===== src/qoi_pkg.sv =====
// ----------------------------------------------------------------------------
// qoi_pkg
// Shared types and constants for the quaternion orientation integrator.
// ----------------------------------------------------------------------------
package qoi_pkg;

    localparam int unsigned CordicSteps = 16;
    localparam logic signed [35:0] PiQ30     = 36'sd3373259426;
    localparam logic signed [35:0] HalfPiQ30 = 36'sd1686629713;
    localparam logic signed [35:0] TwoPiQ30  = 36'sd6746518852;
    localparam logic signed [33:0] CordicGainQ30 = 34'sd652032874;
    localparam logic signed [15:0] OneQ14 = 16'sd16384;
    localparam logic [15:0] TimeStepReset = 16'd655;

    typedef logic signed [15:0] q16_t;

    typedef struct packed {
        q16_t rate_x;
        q16_t rate_y;
        q16_t rate_z;
    } rate_beat_t;

    typedef struct packed {
        q16_t quat_w;
        q16_t quat_x;
        q16_t quat_y;
        q16_t quat_z;
    } quat_beat_t;

    // datapath operations
    typedef enum logic [3:0] {
        OP_NONE,
        OP_LOAD,
        OP_SQRT_START,
        OP_SQRT_STEP,
        OP_ANGLE,
        OP_CORDIC_STEP,
        OP_DIV_START,
        OP_DIV_STEP,
        OP_MUL_STEP,
        OP_NORM_START,
        OP_QDIV_START,
        OP_STORE,
        OP_IDENT
    } op_t;

    typedef struct packed {
        op_t        op;
        logic [1:0] sel;
    } dp_cmd_t;

    typedef struct packed {
        logic zero_rate;
        logic zero_norm;
        logic unit_done;
    } dp_status_t;

    function automatic logic signed [33:0] atan_q30(input logic [3:0] i);
        logic signed [33:0] v;
        begin
            unique case (i)
                4'd0:  v = 34'sd843314857;
                4'd1:  v = 34'sd497837829;
                4'd2:  v = 34'sd263043837;
                4'd3:  v = 34'sd133525159;
                4'd4:  v = 34'sd67021687;
                4'd5:  v = 34'sd33543516;
                4'd6:  v = 34'sd16775851;
                4'd7:  v = 34'sd8388437;
                4'd8:  v = 34'sd4194283;
                4'd9:  v = 34'sd2097149;
                4'd10: v = 34'sd1048575;
                4'd11: v = 34'sd524287;
                4'd12: v = 34'sd262143;
                4'd13: v = 34'sd131071;
                4'd14: v = 34'sd65535;
                default: v = 34'sd32767;
            endcase
            return v;
        end
    endfunction

endpackage


===== src/qoi_ctrl.sv =====
// ----------------------------------------------------------------------------
// qoi_ctrl
// Sequencer per sample: root, angle, CORDIC, divides, product, norm, rescale.
// ----------------------------------------------------------------------------
module qoi_ctrl (
    input  logic                clk,
    input  logic                rst_n,
    input  logic                in_valid,
    output logic                in_ready,
    output logic                out_valid,
    input  logic                out_ready,
    input  qoi_pkg::dp_status_t status,
    output qoi_pkg::dp_cmd_t    cmd
);
    import qoi_pkg::*;

    typedef enum logic [3:0] {
        S_IDLE, S_CHECK, S_SQRT, S_ANGLE, S_CORDIC, S_VSTART, S_VDIV,
        S_MUL, S_NSTART, S_NSQRT, S_NCHECK, S_QSTART, S_QDIV, S_STORE, S_OUT
    } state_t;

    state_t     state_reg;
    logic [1:0] sel_reg;

    assign in_ready  = (state_reg == S_IDLE) || (state_reg == S_OUT && out_ready);
    assign out_valid = (state_reg == S_OUT);

    always_comb
    begin
        cmd.sel = sel_reg;
        unique case (state_reg)
            S_IDLE:   cmd.op = in_valid ? OP_LOAD : OP_NONE;
            S_OUT:    cmd.op = (in_valid && out_ready) ? OP_LOAD : OP_NONE;
            S_CHECK:  cmd.op = OP_SQRT_START;
            S_SQRT:   cmd.op = OP_SQRT_STEP;
            S_NSQRT:  cmd.op = OP_SQRT_STEP;
            S_ANGLE:  cmd.op = OP_ANGLE;
            S_CORDIC: cmd.op = OP_CORDIC_STEP;
            S_VSTART: cmd.op = OP_DIV_START;
            S_VDIV:   cmd.op = OP_DIV_STEP;
            S_QDIV:   cmd.op = OP_DIV_STEP;
            S_MUL:    cmd.op = OP_MUL_STEP;
            S_NSTART: cmd.op = OP_NORM_START;
            S_NCHECK: cmd.op = status.zero_norm ? OP_IDENT : OP_NONE;
            S_QSTART: cmd.op = OP_QDIV_START;
            S_STORE:  cmd.op = OP_STORE;
            default:  cmd.op = OP_NONE;
        endcase
    end

    always_ff @(posedge clk or negedge rst_n)
    begin
        if (!rst_n)
        begin
            state_reg <= S_IDLE;
            sel_reg <= '0;
        end
        else
        begin
            unique case (state_reg)
                S_IDLE, S_OUT:
                    if (cmd.op == OP_LOAD)
                        state_reg <= S_CHECK;
                    else if (state_reg == S_OUT && out_ready)
                        state_reg <= S_IDLE;
                S_CHECK:  state_reg <= status.zero_rate ? S_OUT : S_SQRT;
                S_SQRT:   if (status.unit_done) state_reg <= S_ANGLE;
                S_ANGLE:  state_reg <= S_CORDIC;
                S_CORDIC:
                    if (status.unit_done)
                    begin
                        sel_reg <= '0;
                        state_reg <= S_VSTART;
                    end
                S_VSTART: state_reg <= S_VDIV;
                S_VDIV:
                    if (status.unit_done)
                    begin
                        sel_reg <= (sel_reg == 2'd2) ? 2'd0 : sel_reg + 2'd1;
                        state_reg <= (sel_reg == 2'd2) ? S_MUL : S_VSTART;
                    end
                S_MUL:    if (status.unit_done) state_reg <= S_NSTART;
                S_NSTART: state_reg <= S_NSQRT;
                S_NSQRT:  if (status.unit_done) state_reg <= S_NCHECK;
                S_NCHECK:
                begin
                    sel_reg <= '0;
                    state_reg <= status.zero_norm ? S_OUT : S_QSTART;
                end
                S_QSTART: state_reg <= S_QDIV;
                S_QDIV:   if (status.unit_done) state_reg <= S_STORE;
                S_STORE:
                begin
                    sel_reg <= sel_reg + 2'd1;
                    state_reg <= (sel_reg == 2'd3) ? S_OUT : S_QSTART;
                end
                default:  state_reg <= S_IDLE;
            endcase
        end
    end

endmodule


===== config.mk =====
export PLATFORM = sky130hd
export DESIGN_NAME = qoi_ctrl
export DESIGN_NICKNAME = d
export VERILOG_FILES = /design/src/qoi_pkg.sv /design/src/qoi_ctrl.sv
export SDC_FILE = /design/constraint.sdc
export NUM_CORES = 1
export LEC_CHECK = 0
export BUFFER_PORTS_ARGS = -buffer_cell sky130_fd_sc_hd__buf_2
export CAP_MARGIN = 5
export CORE_UTILIZATION = 48
export DETAILED_ROUTE_END_ITERATION = 8
export PLACE_DENSITY = 0.74
export SLEW_MARGIN = 20
export SYNTH_ARGS = -nofsm -noshare
export SYNTH_HDL_FRONTEND = slang
export SYNTH_SLANG_ARGS = --single-unit

===== constraint.sdc =====
create_clock -name clk -period 1.5 [get_ports clk]
set_input_delay 0.3 -clock clk [delete_from_list [all_inputs] [get_ports clk]]
set_output_delay 0.3 -clock clk [all_outputs]
set_load 0.005 [all_outputs]

==> metrics.md <==
| Metric | Value |
|---|---|
| Post-synth top flop | `dfrtp_1` |
| Initial DRC Count | `49` |
| Final core occ | `88.5%` |
| Largest net degree at the start of global routing | `9` |
| PwrDens | `2410 nW/um2` |
| Port Buffers | `14` |
| Failing checks | `setup timing` |
| Layout cells sized above 1 | `about 57%` |
| Antenna violations before repair | `0` |
| Yosys cell types | `38` |
| Worst-path fanout max | `6` |
| Place WS | `-0.0946 ns` |
| Total chip power | `2910 uW` |
| Net Count, Synth | `110` |
| Worst setup path class | `flip-flop to primary output` |
| Synth Instances | `99` |
| Launch point of the worst reg-to-reg path | `state_reg[1]` |
| YS warnings | `0` |
| Endpoints failing setup | `11` |
| Hold depth | `2` |
| Hold path start | `status[0]` |
| CTS buffer count | `3` |
| I/O pin total | `15` |
| Fraction of registers with async set/reset | `100%` |
| CTS Sinks | `6` |
| Critical path startpoint category | `flip-flop` |
| Setup ws final | `-0.323 ns` |
| Synth Cell Area | `741 um2` |
| Final ANT Viol Nets | `0` |
| DRC | `0` |
| Flop2flop setup slack | `-0.29 ns` |
| Synth top cells by count | `15 x a21oi_1, 7 x nor2b_1, 6 x dfrtp_1, 6 x nor2_1, 6 x o21ai_0` |
| HP Class | `input pin to flip-flop` |
| Total gr overflow | `0` |
| Worst Hold Path EP | `state_reg[0]` |
| Total Routed Length | `2830 um` |
| Hold Slack | `0.374 ns` |
| Router iterations before antenna repair | `4` |
| CORE AREA | `~1400 um2` |
| DR vias/cell | `approximately 6.5` |
| Count leader, synth | `a21oi_1` |
| Max reg flops | `4` |
| Ranking of synthesized cells by area | `dfrtp_1 20%, a21oi_1 10%, ha_1 6.8%, nor2b_1 5.9%, a32o_1 4.1%` |
| Synth area leader | `dfrtp_1` |
| RSZ-0062 raised after global routing | `true` |
| Vias in the first global route | `896` |
| Die Y | `between 40 and 50 um` |
| # rows | `13` |
| Mean area per synthesized cell | `7.48 um2` |
| EDFF count, synth | `0` |
| FILL cells | `58` |
| Worst reg2reg endpoint | `state_reg[0]` |
| Clock-pin transition on the worst setup and hold timing paths | `approximately 0.040 ns` |
| Total track usage | `35.7%` |
| Lkg Pwr | `0.000566 uW` |
| Slew @ Worst Pin | `0.333 ns` |
| Longest Clk Path Bufs | `2` |
| Run status | `finished with violations` |
| Synth Register Bits | `6` |
| Final HPWL DP | `1650 um` |
| CTS Root Buffer Type | `clkbuf_4` |
| Fin. Hold Viols | `0` |
| Max-slew violation count | `0` |
| Crit path DAT | `approximately 1.5 ns` |
| Crit. End Element | `primary output` |
| Rel. slew slack | `a little under 80%` |
| H-tree depth | `1` |
| CTS tree | `done` |
| Global-route wire length before repair | `3900 um` |
| Req. time, crit path | `1.20 ns` |
| Wire per inst | `18.1 um` |
| Worst R2R Path Depth | `7` |
| Syn-to-layout area delta | `63.2%` |
| Starting Density | `~54%` |
| Register area share after synthesis | `20.3%` |
| DIE AREA | `1700 um2` |
| Share of the synthesized area in the top cell type | `20.3%` |
| Max capacitance violation total | `0` |
| RD Place Congestion | `0.939` |
| Fin nets | `154` |
| Worst VDD drop | `1690 uV` |
| Vias | `1010` |
| Fin crit period | `1.82 ns` |
| Clock skew | `between 0.001 and 0.0015 ns` |
| Highest clock rate | `0.548 GHz` |
| Crit share post-route | `122%` |
| # diodes | `0` |
| Worst skew pair latency | `about 0.24 ns` |
| Die width | `slightly above 40 um` |
## kinds of logic after synthesis
family | share of synthesized area, %
buffers and inverters | 9.46
AND/OR/NAND/NOR | 25.0
multiplexers | 4.05
flip-flops | 20.3
AO/OA/AOI/OAI | 33.1
adder cells (fa/ha/maj) | 8.11
## worst max-delay path, cell delays in order, from the launching register on
cell	delay, ns
dfrtp_2	0.47
buf_4	0.17
buf_4	0.16
and3_1	0.19
a21oi_2	0.13
nor2_1	0.04
buf_2	0.12
## cell type report
class / count / area (um2) / share of cell area (%)
tap: 15 / 18.8 / 1.55
timing repair buffer: 47 / 332 / 27.4
clock buffer: 3 / 22.5 / 1.86
sequential: 6 / 154 / 12.7
inverter: 5 / 22.5 / 1.86
multi-input combinational: 80 / 659 / 54.6
## routing by layer
layer / part of all wire, % / wire [um] / GRT usage (%) / vias up
li1: - / - / - / 448
met1: 39 / 1110 / 41.5 / 480
met2: 49 / 1400 / 60.2 / 66
met3: 6.6 / 186 / 3.26 / 16
met4: 4.8 / 136 / 25.8 / 0
met5: 0 / 0 / 0 / -
## worst max path at each step
stage,start,cells after the start,end,slack [ns]
2_1_floorplan,state_reg[2],4,cmd[5],0.008
3_3_place_gp,state_reg[1],4,cmd[3],-0.08
3_5_place_dp,state_reg[1],5,cmd[4],-0.09
4_1_cts,state_reg[2],4,cmd[5],-0.30
5_1_grt,state_reg[1],6,cmd[2],-0.36
6_report,state_reg[1],6,in_ready,-0.32
## metrics by stage
stage	instance area, um2	cells	TNS, ns
3_3_place_gp	958	144	-0.303
5_1_grt	1210	156	-3.39
3_5_place_dp	958	144	-0.237
6_report	1210	156	-2.92
4_1_cts	1140	155	-2.09
2_1_floorplan	741	99	0
## report_power, final
part / internal (uW) / total [uW] / switching [uW]
sequential: 235 / 349 / 114
clock: 90.3 / 146 / 55.4
combinational: 1240 / 2420 / 1180
total: 1560 / 2910 / 1350
## timing repair
item,4_1_cts,5_1_grt
endpoints found under the hold margin,6,0
hold buffers,1,0
buffers inserted,7,1
resized for setup,25,15
setup endpoints to repair,10,12
pin swaps,5,5
## cell usage in the layout (no fill, tap or decap), drive strengths merged, types with 2 or more instances in the layout
cell / Yosys / routed
dfrtp: 6 / 6
ha: 4 / 4
or3: 2 / 2
o22ai: 3 / 3
clkbuf: 2 / 3
nor3: 3 / 3
o32ai: 2 / 2
a32o: 3 / 3
a21oi: 15 / 15
nand2: 5 / 5
o21ai: 8 / 8
nor2: 6 / 6
a31oi: 2 / 2
and2: 3 / 3
buf: 6 / 46
nand3: 3 / 3
nor2b: 7 / 7
inv: 3 / 3
mux2i: 3 / 3
(Power assumes the default switching activity.)
